`config.mk`:
```
export PLATFORM = sky130hd
export DESIGN_NAME = zbpe_ctrl
export DESIGN_NICKNAME = d
export VERILOG_FILES = /design/src/hw/rtl/zbpe_pkg.sv /design/src/hw/rtl/zbpe_ctrl.sv
export SDC_FILE = /design/constraint.sdc
export NUM_CORES = 1
export LEC_CHECK = 0
export BUFFER_PORTS_ARGS = -buffer_cell sky130_fd_sc_hd__buf_2
export CAP_MARGIN = 15
export CELL_PAD_IN_SITES_DETAIL_PLACEMENT = 0
export CELL_PAD_IN_SITES_GLOBAL_PLACEMENT = 2
export CORE_MARGIN = 8
export CORE_UTILIZATION = 24
export DETAILED_ROUTE_END_ITERATION = 16
export GPL_ROUTABILITY_DRIVEN = 0
export PLACE_DENSITY_LB_ADDON = 0.2
export SYNTH_ARGS = -nofsm -noshare
export SYNTH_HDL_FRONTEND = slang
export SYNTH_SLANG_ARGS = --single-unit
```
`constraint.sdc`:
```
create_clock -name clock -period 1.69 [get_ports clock]
set_input_delay 0.2535 -clock clock [delete_from_list [all_inputs] [get_ports clock]]
set_output_delay 0.2535 -clock clock [all_outputs]
set_load 0.05 [all_outputs]
```
`src/hw/rtl/zbpe_pkg.sv`:
```
// ============================================================================
// Z-buffer plot engine package
// Shared widths, codes, controller states and control structs.
// ============================================================================
package zbpe_pkg;

   // Field widths.
   localparam int COORD_W = 18;
   localparam int DEPTH_W = 32;
   localparam int GLYPH_W = 8;
   localparam int INDEX_W = 14;
   localparam int COLS_W  = 9;
   localparam int ROWS_W  = 7;
   localparam int FRAC_W  = 16;
   localparam int OP_W    = 2;

   // Largest values the column and row registers can hold.
   localparam int COLS_MAX = (2 ** COLS_W) - 1;
   localparam int ROWS_MAX = (2 ** ROWS_W) - 1;

   // Default store geometry.
   localparam int MAX_COLUMNS_DEFAULT = 256;
   localparam int MAX_ROWS_DEFAULT    = 64;

   // Register reset values.
   localparam logic [COLS_W-1:0] COLUMNS_RESET = COLS_W'(80);
   localparam logic [ROWS_W-1:0] ROWS_RESET    = ROWS_W'(24);

   // Values written by a clear.
   localparam logic [GLYPH_W-1:0] BLANK_GLYPH = 8'h20;
   localparam logic [DEPTH_W-1:0] CLEAR_DEPTH = '0;

   // Configuration port.
   localparam int CSR_INDEX_W = 2;
   localparam int CSR_DATA_W  = COLS_W;
   localparam logic [CSR_INDEX_W-1:0] CSR_COLUMNS = 2'd0;
   localparam logic [CSR_INDEX_W-1:0] CSR_ROWS    = 2'd1;

   // Request payload layout, lowest bit first.
   localparam int REQ_X_LSB     = 0;
   localparam int REQ_Y_LSB     = REQ_X_LSB + COORD_W;
   localparam int REQ_DEPTH_LSB = REQ_Y_LSB + COORD_W;
   localparam int REQ_GLYPH_LSB = REQ_DEPTH_LSB + DEPTH_W;
   localparam int REQ_INDEX_LSB = REQ_GLYPH_LSB + GLYPH_W;
   localparam int REQ_USED_W    = REQ_INDEX_LSB + INDEX_W;
   localparam int REQ_DATA_W    = ((REQ_USED_W + 7) / 8) * 8;

   typedef enum logic [OP_W-1:0] {
      OP_CLEAR = 2'd0,
      OP_PLOT  = 2'd1,
      OP_READ  = 2'd2
   } op_type;

   typedef enum logic [3:0] {
      S_IDLE,
      S_CLEAR,
      S_SCALE,
      S_BOUND,
      S_CELL,
      S_DEPTH_RD,
      S_DEPTH_TEST,
      S_GLYPH_RD,
      S_GLYPH_TAKE,
      S_FINISH
   } state_type;

   typedef struct packed {
      logic load;
      logic scale;
      logic bound;
      logic address;
      logic depth_rd;
      logic depth_test;
      logic glyph_rd;
      logic glyph_take;
      logic clear_wr;
      logic finish;
   } dp_cmd_type;

   typedef struct packed {
      logic clear_last;
      logic rsp_free;
   } dp_status_type;

endpackage

```
`src/hw/rtl/zbpe_ctrl.sv`:
```
// ============================================================================
// Z-buffer plot engine controller
// Sequences one transaction at a time through the datapath steps.
// ============================================================================
module zbpe_ctrl
   import zbpe_pkg::*;
(
   input  logic                clock,
   input  logic                reset,
   input  logic                req_tvalid,
   input  logic [OP_W-1:0]     req_op,
   output logic                req_tready,
   input  dp_status_type       status,
   output dp_cmd_type          cmd
);

   state_type state_ff;
   state_type state_in;

   always_ff @(posedge clock) begin
      if (reset) begin
         state_ff <= S_IDLE;
      end else begin
         state_ff <= state_in;
      end
   end

   always_comb begin
      state_in   = state_ff;
      cmd        = '0;
      req_tready = (state_ff == S_IDLE);
      unique case (state_ff)
         S_IDLE: begin
            if (req_tvalid) begin
               cmd.load = 1'b1;
               unique case (op_type'(req_op))
                  OP_CLEAR: state_in = S_CLEAR;
                  OP_PLOT:  state_in = S_SCALE;
                  OP_READ:  state_in = S_GLYPH_RD;
                  default:  state_in = S_FINISH;
               endcase
            end
         end
         S_CLEAR: begin
            cmd.clear_wr = 1'b1;
            if (status.clear_last) begin
               state_in = S_FINISH;
            end
         end
         S_SCALE: begin
            cmd.scale = 1'b1;
            state_in  = S_BOUND;
         end
         S_BOUND: begin
            cmd.bound = 1'b1;
            state_in  = S_CELL;
         end
         S_CELL: begin
            cmd.address = 1'b1;
            state_in    = S_DEPTH_RD;
         end
         S_DEPTH_RD: begin
            cmd.depth_rd = 1'b1;
            state_in     = S_DEPTH_TEST;
         end
         S_DEPTH_TEST: begin
            cmd.depth_test = 1'b1;
            state_in       = S_FINISH;
         end
         S_GLYPH_RD: begin
            cmd.glyph_rd = 1'b1;
            state_in     = S_GLYPH_TAKE;
         end
         S_GLYPH_TAKE: begin
            cmd.glyph_take = 1'b1;
            state_in       = S_FINISH;
         end
         S_FINISH: begin
            if (status.rsp_free) begin
               cmd.finish = 1'b1;
               state_in   = S_IDLE;
            end
         end
         default: begin
            state_in = S_IDLE;
         end
      endcase
   end

endmodule

```
==> results of run 1 <==
## critical path, cell delays in order (launching register included)
cell and delay [ns]:
dfxtp_2 0.38, nor4_4 0.33, and2_4 0.18, clkbuf_4 0.22
## layout make-up
cell class / count / area (um^2) / area share (%)
clock buffers: 3 / 22.5 / 3.84
inverters: 6 / 22.5 / 3.84
flip-flops and latches: 4 / 83.8 / 14.3
multi-input cells: 39 / 314 / 53.5
repair buffers: 21 / 123 / 20.9
well taps: 17 / 21.3 / 3.62
## how the worst max path moves through the flow
stage | endpoint | slack, ns | start
2_1_floorplan | cmd[0] | -0.07 | state_ff[1]$_SDFFE_PP0P_
3_3_place_gp | cmd[2] | 0.19 | state_ff[3]$_SDFFE_PP0P_
3_5_place_dp | state_ff[3]$_SDFFE_PP0P_ | 0.18 | state_ff[0]$_SDFFE_PP0P_
4_1_cts | cmd[9] | 0.03 | state_ff[1]$_SDFFE_PP0P_
5_1_grt | cmd[9] | 0.02 | state_ff[1]$_SDFFE_PP0P_
6_report | cmd[9] | 0.1 | state_ff[1]$_SDFFE_PP0P_
## cells by family (layout without fill, tap and decap cells)
logic type	count (synthesis)	in the layout	synth area share, %
simple gates	24	24	32.8
compound gates	12	12	24.8
buf+inv	10	30	13.3
fa+ha+maj	3	3	9.29
flops	4	4	19.8
## what timing repair did
action                                  4_1_cts  5_1_grt
hold buffers                                  0        0
pin swaps                                     0        0
endpoints found under the setup margin        4        1
resized for setup                             4        1
## cells in the final DEF, fill, tap and decap left out, types with 3 or more instances in the layout
master	Yosys	layout
nor3_2	0	4
inv_1	6	6
ha_1	3	3
buf_2	1	14
nand2_1	3	3
buf_4	2	6
nor2_1	5	5
dfxtp_2	0	3
clkbuf_4	0	4
## power groups by stage
stage          logic [mW]  registers (mW)  clock network, mW
2_1_floorplan       0.819           0.196                  0
3_3_place_gp        0.940           0.261                  0
3_5_place_dp        0.937           0.262                  0
4_1_cts             0.948           0.267              0.122
5_1_grt              1.00           0.278              0.133
6_report            0.939           0.267              0.118
## metrics by stage
stage / util [%] / power, mW / setup TNS, ns
final: 35.5 / 1.32 / 0
after global routing: 35.5 / 1.41 / 0
after CTS: 35.4 / 1.34 / 0
after detailed placement: 33.6 / 1.20 / 0
after global placement: 33.6 / 1.20 / 0
after floorplan: - / 1.02 / -0.134
## per-layer routing
| metal | GRT usage [%] | part of all wire, % | vias to the layer above |
|---|---|---|---|
| met5 | 0 | 0 | - |
| met4 | 3.02 | 0.86 | 0 |
| met3 | 4.88 | 7.4 | 2 |
| met2 | 10.9 | 47 | 10 |
| met1 | 7.74 | 45 | 207 |
| li1 | - | - | 229 |
==> impl_metrics.csv, run 1 <==
group,metric,value,unit
outcome,status,"finished clean",
logic_synthesis,synth-edff-count,0,
worst_setup_path,crit_fanout,9,
routing,wl_per_cell,12.9,um
routing,drt-pass1-iter-count,4,
logic_synthesis,yosysTopAreaCellShare,19.8,%
worst_setup_path,cp-end-kind,"output port",
hold_path,hold_depth,2,
routing,vias_per_cell,4.98,
clock_tree,postCtsSetupBuffers,0,
sta,rsz0062_at_grt,"false",
sta,holdWs,0.195,ns
logic_synthesis,synth.area.top_cells,"dfxtp_1 (20%), ha_1 (9.3%), nor3_1 (7.4%)",
hold_path,worstHoldStart,"reset",
cells_and_area,areaGrowthSynthToFinish,45.2,%
logic_synthesis,syn_area,404,um^2
logic_synthesis,synth_cell_type_count,26,
sta,timing.final.crit_share,94.2,%
global_route,grt_max_degree,11,
global_route,grt_overflow_total,0,
logic_synthesis,synth-seq-cells,4,
clock_tree,cts_root_buffer,"clkbuf_4",
worst_setup_path,required,1.44,ns
logic_synthesis,ys.flop_type,"dfxtp_1",
worst_setup_path,worst-r2r-cell-count,5,
power,clock_power_share,8.9,%
floorplan,fp-row-count,15,
worst_setup_path,startpoint_type,"flop",
power,peakVddDrop,0.606,mV
worst_setup_path,cp.arrival,1.34,ns
floorplan,initial_core_util,24.5,%
logic_synthesis,syn_inst,53,
cells_and_area,fillers,196,
hold_path,worstHoldEndpoint,"state_ff[3]$_SDFFE_PP0P_",
cells_and_area,reg_top3,"state_ff: 4 flops",
sta,setup_ws,0.0976,ns
cells_and_area,drive_gt1_share,53.4,%
clock_tree,cts_inserted_buffers,3,
logic_synthesis,synth_common_cells,"inv_1 (6), nor3_1 (6), nor2_1 (5)",
global_route,grt_pass1_vias,419,
floorplan,die-area,3250,um^2
clock_tree,cts_buffer_depth,2,
logic_synthesis,synth_nets,63,
clock_tree,cts_tree,"built",
power,seqPwrFrac,20.1,%
sta,worst_slew_pin_slew,0.322,ns
clock_tree,insertion_delay,0.24,ns
logic_synthesis,yosysTopAreaCell,"dfxtp_1",
power,internal-power,0.557,mW
hold_path,min_path_type,"in -> reg",
placement,dpl_worst_slack,0.175,ns
power,swShare,57.9,%
logic_synthesis,avgSynthCellArea,7.63,um^2
sta,relSlewSlack,78.5,%
global_route,antenna_found_initial,0,
floorplan,die_w,57.0,um
cells_and_area,nets,85,
power,power_density,2260,nW/um^2
clock_tree,clk_pin_slew,0.04,ns
routing,wl,1160,um
sta,max_freq,0.628,GHz
global_route,grt_pass1_wl,1880,um
floorplan,core,1650,um^2
floorplan,io_pins,18,
logic_synthesis,ys_seq_area_share,19.8,%
run,cap_viol_max_count,0,
routing,drtIter0Drc,6,
clock_tree,h-tree-depth,1,
sta,setup_viol,0,
worst_setup_path,reg2reg_to,"state_ff[2]$_SDFFE_PP0P_",
routing,ant_nets,0,
logic_synthesis,yosys_warnings,0,
worst_setup_path,rr_startpoint,"state_ff[0]$_SDFFE_PP0P_",
placement,dp_cells,87,
cells_and_area,largest_reg_flops,4,
cells_and_area,final_cells,90,
placement,io_buffer_count,17,
routing,drc,0,
placement,placed_cell_area,554,um^2
sta,fin_crit,1.59,ns
sta,skew,0.00599,ns
power,power_frac_comb,70.9,%
placement,hpwl,942,um
cells_and_area,diodes,0,
sta,hold_violations,0,
worst_setup_path,crit_type,"reg -> out",
power,p_sw,0.766,mW
routing,vias,448,
cells_and_area,top_register,"state_ff",
floorplan,die_h,57.0,um
power,p_leak,0.281,nW
logic_synthesis,async_flop_share,0,%
global_route,grt_use_total,7.24,%
sta,drv_slew,0,
worst_setup_path,reg2reg_slack,0.30,ns
clock_tree,cts.sinks,4,
cells_and_area,fin_area,587,um^2
Power figures use the tool's default switching activity.
==> run 2, diff against run 1 <==
MAX_ROUTING_LAYER = met4   (was not set)
==> run 2 against run 1 <==
Combinational power barely moved; sequential cell count did not move; first-iteration DRC count fell by 33%; clock skew barely moved; worst hold slack barely moved; clock power barely moved; core utilization did not move; wire length barely moved; clock-buffer cell count did not move; critical path depth did not move.
==> impl_metrics.csv, run 2 (same netlist as run 1, synthesis figures left out) <==
group,metric,value,unit
clock_tree,cts_tree,"built",
clock_tree,h-tree-depth,1,
floorplan,core,1650,um^2
clock_tree,cts.sinks,4,
floorplan,die-area,3250,um^2
power,peakVddDrop,0.606,mV
clock_tree,clk_pin_slew,0.04,ns
power,seqPwrFrac,20.1,%
floorplan,io_pins,18,
power,clock_power_share,8.9,%
cells_and_area,diodes,0,
sta,drv_slew,0,
power,internal-power,0.557,mW
power,p_sw,0.766,mW
worst_setup_path,startpoint_type,"flop",
routing,drc,0,
worst_setup_path,cp.arrival,1.34,ns
placement,io_buffer_count,17,
cells_and_area,nets,85,
global_route,grt_pass1_vias,418,
hold_path,min_path_type,"in -> reg",
cells_and_area,reg_top3,"state_ff: 4 flops",
worst_setup_path,worst-r2r-cell-count,5,
sta,skew,0.00599,ns
global_route,grt_max_degree,11,
cells_and_area,fillers,196,
run,cap_viol_max_count,0,
sta,hold_violations,0,
power,power_density,2260,nW/um^2
sta,max_freq,0.628,GHz
routing,ant_nets,0,
sta,relSlewSlack,78.5,%
sta,setup_viol,0,
routing,drtIter0Drc,4,
floorplan,fp-row-count,15,
cells_and_area,final_cell_mix,"buf_2 (14), inv_1 (6), buf_4 (6)",
cells_and_area,fin_area,587,um^2
cells_and_area,drive_gt1_share,53.4,%
clock_tree,cts_inserted_buffers,3,
clock_tree,hold_buffers,0,
clock_tree,insertion_delay,0.24,ns
global_route,grt_overflow_total,0,
worst_setup_path,cp-end-kind,"output port",
worst_setup_path,required,1.44,ns
clock_tree,cts_buffer_depth,2,
routing,wl_per_cell,12.9,um
routing,wl,1160,um
cells_and_area,top_register,"state_ff",
global_route,grt_use_total,7.42,%
routing,vias_per_cell,4.98,
sta,setup_ws,0.0978,ns
cells_and_area,areaGrowthSynthToFinish,45.2,%
sta,timing.final.crit_share,94.2,%
outcome,status,"finished clean",
hold_path,hold_depth,2,
global_route,grt_pass1_wl,1880,um
cells_and_area,final_common_cell,"buf_2",
routing,drt-pass1-iter-count,4,
sta,holdWs,0.195,ns
sta,worst_slew_pin_slew,0.322,ns
floorplan,die_w,57.0,um
power,swShare,57.9,%
placement,hpwl,942,um
placement,dpl_worst_slack,0.175,ns
floorplan,initial_core_util,24.5,%
power,p_leak,0.281,nW
routing,vias,448,
sta,rsz0062_at_grt,"false",
worst_setup_path,crit_fanout,9,
global_route,antenna_found_initial,0,
sta,finalSetupTns,0,ns
clock_tree,postCtsSetupBuffers,0,
sta,fin_crit,1.59,ns
worst_setup_path,crit_type,"reg -> out",
power,power_frac_comb,70.9,%
clock_tree,cts_root_buffer,"clkbuf_4",
placement,placed_cell_area,554,um^2
floorplan,die_h,57.0,um
cells_and_area,largest_reg_flops,4,
run 2: cell counts in the layout (fill, tap and decap cells not counted):
Identical to the previous run, type by type.
run 2: per-stage QoR:
stage	utilization (%)	power (mW)	cells
2_1_floorplan	-	1.02	53
3_3_place_gp	33.6	1.20	87
3_5_place_dp	33.6	1.20	87
4_1_cts	35.4	1.34	90
5_1_grt	35.5	1.41	90
6_report	35.5	1.32	90
run 2: worst max-delay path, cell delays in order, from the launching register on:
cell and delay, ns:
dfxtp_2 0.38, nor4_4 0.33, and2_4 0.18, clkbuf_4 0.22
run 2: repair_timing:
item                                    4_1_cts  5_1_grt
hold endpoints to repair                      0        0
resized for setup                             4        1
endpoints found under the setup margin        4        1
run 2: path summary, 6_finish.rpt:
check | endpoint | from | slack [ns]
max | cmd[9] | state_ff[1]$_SDFFE_PP0P_ | 0.1
min | state_ff[3]$_SDFFE_PP0P_ | reset | 0.19
max reg2reg | state_ff[2]$_SDFFE_PP0P_ | state_ff[0]$_SDFFE_PP0P_ | 0.30
min reg2reg | state_ff[0]$_SDFFE_PP0P_ | state_ff[3]$_SDFFE_PP0P_ | 0.64
run 2: power groups by stage:
stage | Sequential, mW | Clock [mW] | Combinational, mW
detailed placement | 0.262 | 0 | 0.937
finish | 0.267 | 0.118 | 0.939
global route | 0.278 | 0.133 | 1.00
CTS | 0.267 | 0.122 | 0.948
floorplan | 0.196 | 0 | 0.819
global placement | 0.261 | 0 | 0.940
run 2: cell type report:
type	instances	area (um^2)	area share [%]
multi-input cells	39	314	53.5
clock buffers	3	22.5	3.84
repair buffers	21	123	20.9
flip-flops and latches	4	83.8	14.3
well taps	17	21.3	3.62
inverters	6	22.5	3.84
run 2: per-layer routing:
| layer | vias to the layer above | global-route usage (%) | part of all wire (%) |
|---|---|---|---|
| met3 | 2 | 4.88 | 7.3 |
| met4 | 0 | 3.02 | 0.86 |
| met2 | 10 | 10.9 | 47 |
| met1 | 207 | 7.74 | 45 |
| li1 | 229 | - | - |
| met5 | - | - | 0 |
==> run 3, diff against run 2 <==
ABC_AREA = 1   (was not set)
CORE_UTILIZATION = 21   (was 24)
==> run 3 against run 2 <==
Final area decreased by 8.1%; critical endpoint is now cmd[7]; critical path type unchanged; sequential share of layout area increased by 0.56 points; final cell count increased by 23%; via count decreased by 1.1%; area after synthesis decreased by 5.3%; total power decreased by 17%; clock-buffer cell count unchanged.
==> impl_metrics.csv, run 3 <==
group,metric,value,unit
outcome,status,"finished clean",
global_route,antenna_found_initial,0,
worst_setup_path,cp.depth,4,
clock_tree,clk_pin_slew,0.04,ns
power,power_density,2040,nW/um^2
clock_tree,insertion_delay,0.24,ns
placement,dpl_worst_slack,0.304,ns
floorplan,core,1730,um^2
power,peakVddDrop,0.779,mV
logic_synthesis,synth-edff-count,0,
floorplan,initial_core_util,22.2,%
logic_synthesis,avgSynthCellArea,5.80,um^2
global_route,grt_use_total,7.37,%
sta,setup_ws,0.113,ns
logic_synthesis,async_flop_share,0,%
logic_synthesis,synth_nets,76,
global_route,grt_pass1_vias,441,
logic_synthesis,synth.area.top_cells,"dfxtp_1 (21%), inv_1 (14%), nand2_1 (12%)",
worst_setup_path,cp_num_buf_inv,2,
floorplan,fp-row-count,15,
cells_and_area,final_cell_mix,"buf_2 (15), inv_1 (14), nand2_1 (12)",
placement,dp_cells,108,
global_route,grt_overflow_total,0,
clock_tree,cts_root_buffer,"clkbuf_4",
sta,timing.final.crit_share,93.3,%
logic_synthesis,yosys_warnings,0,
run,cap_viol_max_count,0,
clock_tree,cts-resized-gates,0,
worst_setup_path,worst-r2r-cell-count,7,
sta,fin_crit,1.58,ns
clock_tree,cts_buffer_depth,2,
sta,hold_violations,0,
worst_setup_path,cp.arrival,1.32,ns
worst_setup_path,cp-end-kind,"output port",
clock_tree,cts.sinks,4,
sta,finalSetupTns,0,ns
sta,rsz0062_at_grt,"false",
worst_setup_path,reg2reg_slack,0.44,ns
sta,holdWs,0.229,ns
routing,vias_per_cell,3.99,
logic_synthesis,yosysMostFrequentCell,"inv_1",
cells_and_area,largest_reg_flops,4,
clock_tree,postCtsSetupBuffers,0,
cells_and_area,final_common_cell,"buf_2",
worst_setup_path,critPathLaunch,"state_ff[3]$_SDFFE_PP0P_",
logic_synthesis,ys.flop_type,"dfxtp_1",
logic_synthesis,synth_cell_type_count,16,
sta,drv_slew,0,
global_route,grt_pass1_wl,1910,um
routing,wl,1130,um
routing,ant_nets,0,
logic_synthesis,synth-seq-cells,4,
clock_tree,h-tree-depth,1,
cells_and_area,multi_input_area,251,um^2
logic_synthesis,syn_inst,66,
sta,skew,0.00255,ns
cells_and_area,drive_gt1_share,39.5,%
worst_setup_path,path_delay_family,"simple AND/OR/NAND/NOR gates",
worst_setup_path,path_cells,"nor2_2, inv_2, nor3_2, clkbuf_4",
logic_synthesis,ys_seq_area_share,20.9,%
logic_synthesis,yosysTopAreaCellShare,20.9,%
sta,max_freq,0.634,GHz
routing,drt-pass1-iter-count,4,
logic_synthesis,syn_area,383,um^2
hold_path,min_path_type,"in -> reg",
worst_setup_path,max_stage_delay,0.33,ns
clock_tree,cts_inserted_buffers,3,
cells_and_area,final_cells,111,
routing,drc,0,
placement,hpwl,984,um
sta,setup_viol,0,
worst_setup_path,reg2reg_to,"state_ff[3]$_SDFFE_PP0P_",
logic_synthesis,synth_common_cells,"inv_1 (14), nand2_1 (12), nor2_1 (11)",
clock_tree,cts_tree,"built",
cells_and_area,diodes,0,
routing,vias,443,
floorplan,die_w,58.7,um
routing,wl_per_cell,10.2,um
worst_setup_path,cp_slowest_cell,"dfxtp_1",
placement,io_buffer_count,17,
worst_setup_path,crit_fanout,4,
power,p_leak,0.335,nW
cells_and_area,final_util,31.2,%
floorplan,io_pins,18,
routing,drtIter0Drc,14,
cells_and_area,nets,98,
cells_and_area,reg_top3,"state_ff: 4 flops",
sta,worst_slew_pin_slew,0.272,ns
cells_and_area,regArea,80.1,um^2
cells_and_area,top_register,"state_ff",
worst_setup_path,crit_type,"reg -> out",
floorplan,die-area,3450,um^2
floorplan,die_h,58.7,um
worst_setup_path,required,1.44,ns
sta,relSlewSlack,81.9,%
worst_setup_path,endpoint,"cmd[7]",
clock_tree,hold_buffers,0,
cells_and_area,fillers,215,
logic_synthesis,yosysTopAreaCell,"dfxtp_1",
hold_path,hold_depth,2,
worst_setup_path,rr_startpoint,"state_ff[0]$_SDFFE_PP0P_",
global_route,grt_max_degree,6,
cells_and_area,areaGrowthSynthToFinish,40.8,%
worst_setup_path,startpoint_type,"flop",
[run 3: layout make-up]
| class | count | share of cell area, % |
|---|---|---|
| timing repair buffer | 17 | 16.7 |
| clock buffer | 3 | 4.18 |
| multi-input combinational | 45 | 46.6 |
| sequential | 4 | 14.8 |
| inverter | 17 | 11.8 |
| tap | 25 | 5.80 |
[run 3: how the worst min path moves through the flow]
stage	from	end	slack [ns]
after CTS	reset	state_ff[3]$_SDFFE_PP0P_	0.22
after global routing	reset	state_ff[0]$_SDFFE_PP0P_	0.25
final	reset	state_ff[3]$_SDFFE_PP0P_	0.23
after global placement	reset	state_ff[3]$_SDFFE_PP0P_	0.47
after floorplan	reset	state_ff[0]$_SDFFE_PP0P_	0.32
after detailed placement	reset	state_ff[3]$_SDFFE_PP0P_	0.48
[run 3: through the flow]
step | area (um^2) | total power [mW]
2_1_floorplan | 393 | 0.806
4_1_cts | 532 | 1.11
3_5_place_dp | 509 | 0.983
5_1_grt | 539 | 1.20
3_3_place_gp | 509 | 0.993
6_report | 539 | 1.10
[run 3: cells by family (layout without fill, tap and decap cells)]
family,after synthesis,in the layout,share of synthesized area [%]
compound gates,6,6,8.82
simple gates,36,36,43.8
buf+inv,17,37,16.7
fa+ha+maj,3,3,9.80
flops,4,4,20.9
[run 3: power by group]
group	internal (mW)	total, mW	switching (mW)
registers	0.130	0.180	0.0496
clock network	0.0796	0.121	0.0417
logic	0.203	0.796	0.594
[run 3: per-layer routing]
layer	global-route usage [%]	vias to the layer above	routed length, um
met5	-	-	0
met4	5.12	0	31
met3	2.17	4	67
met2	10.9	15	515
met1	8.41	187	520
li1	-	237	-
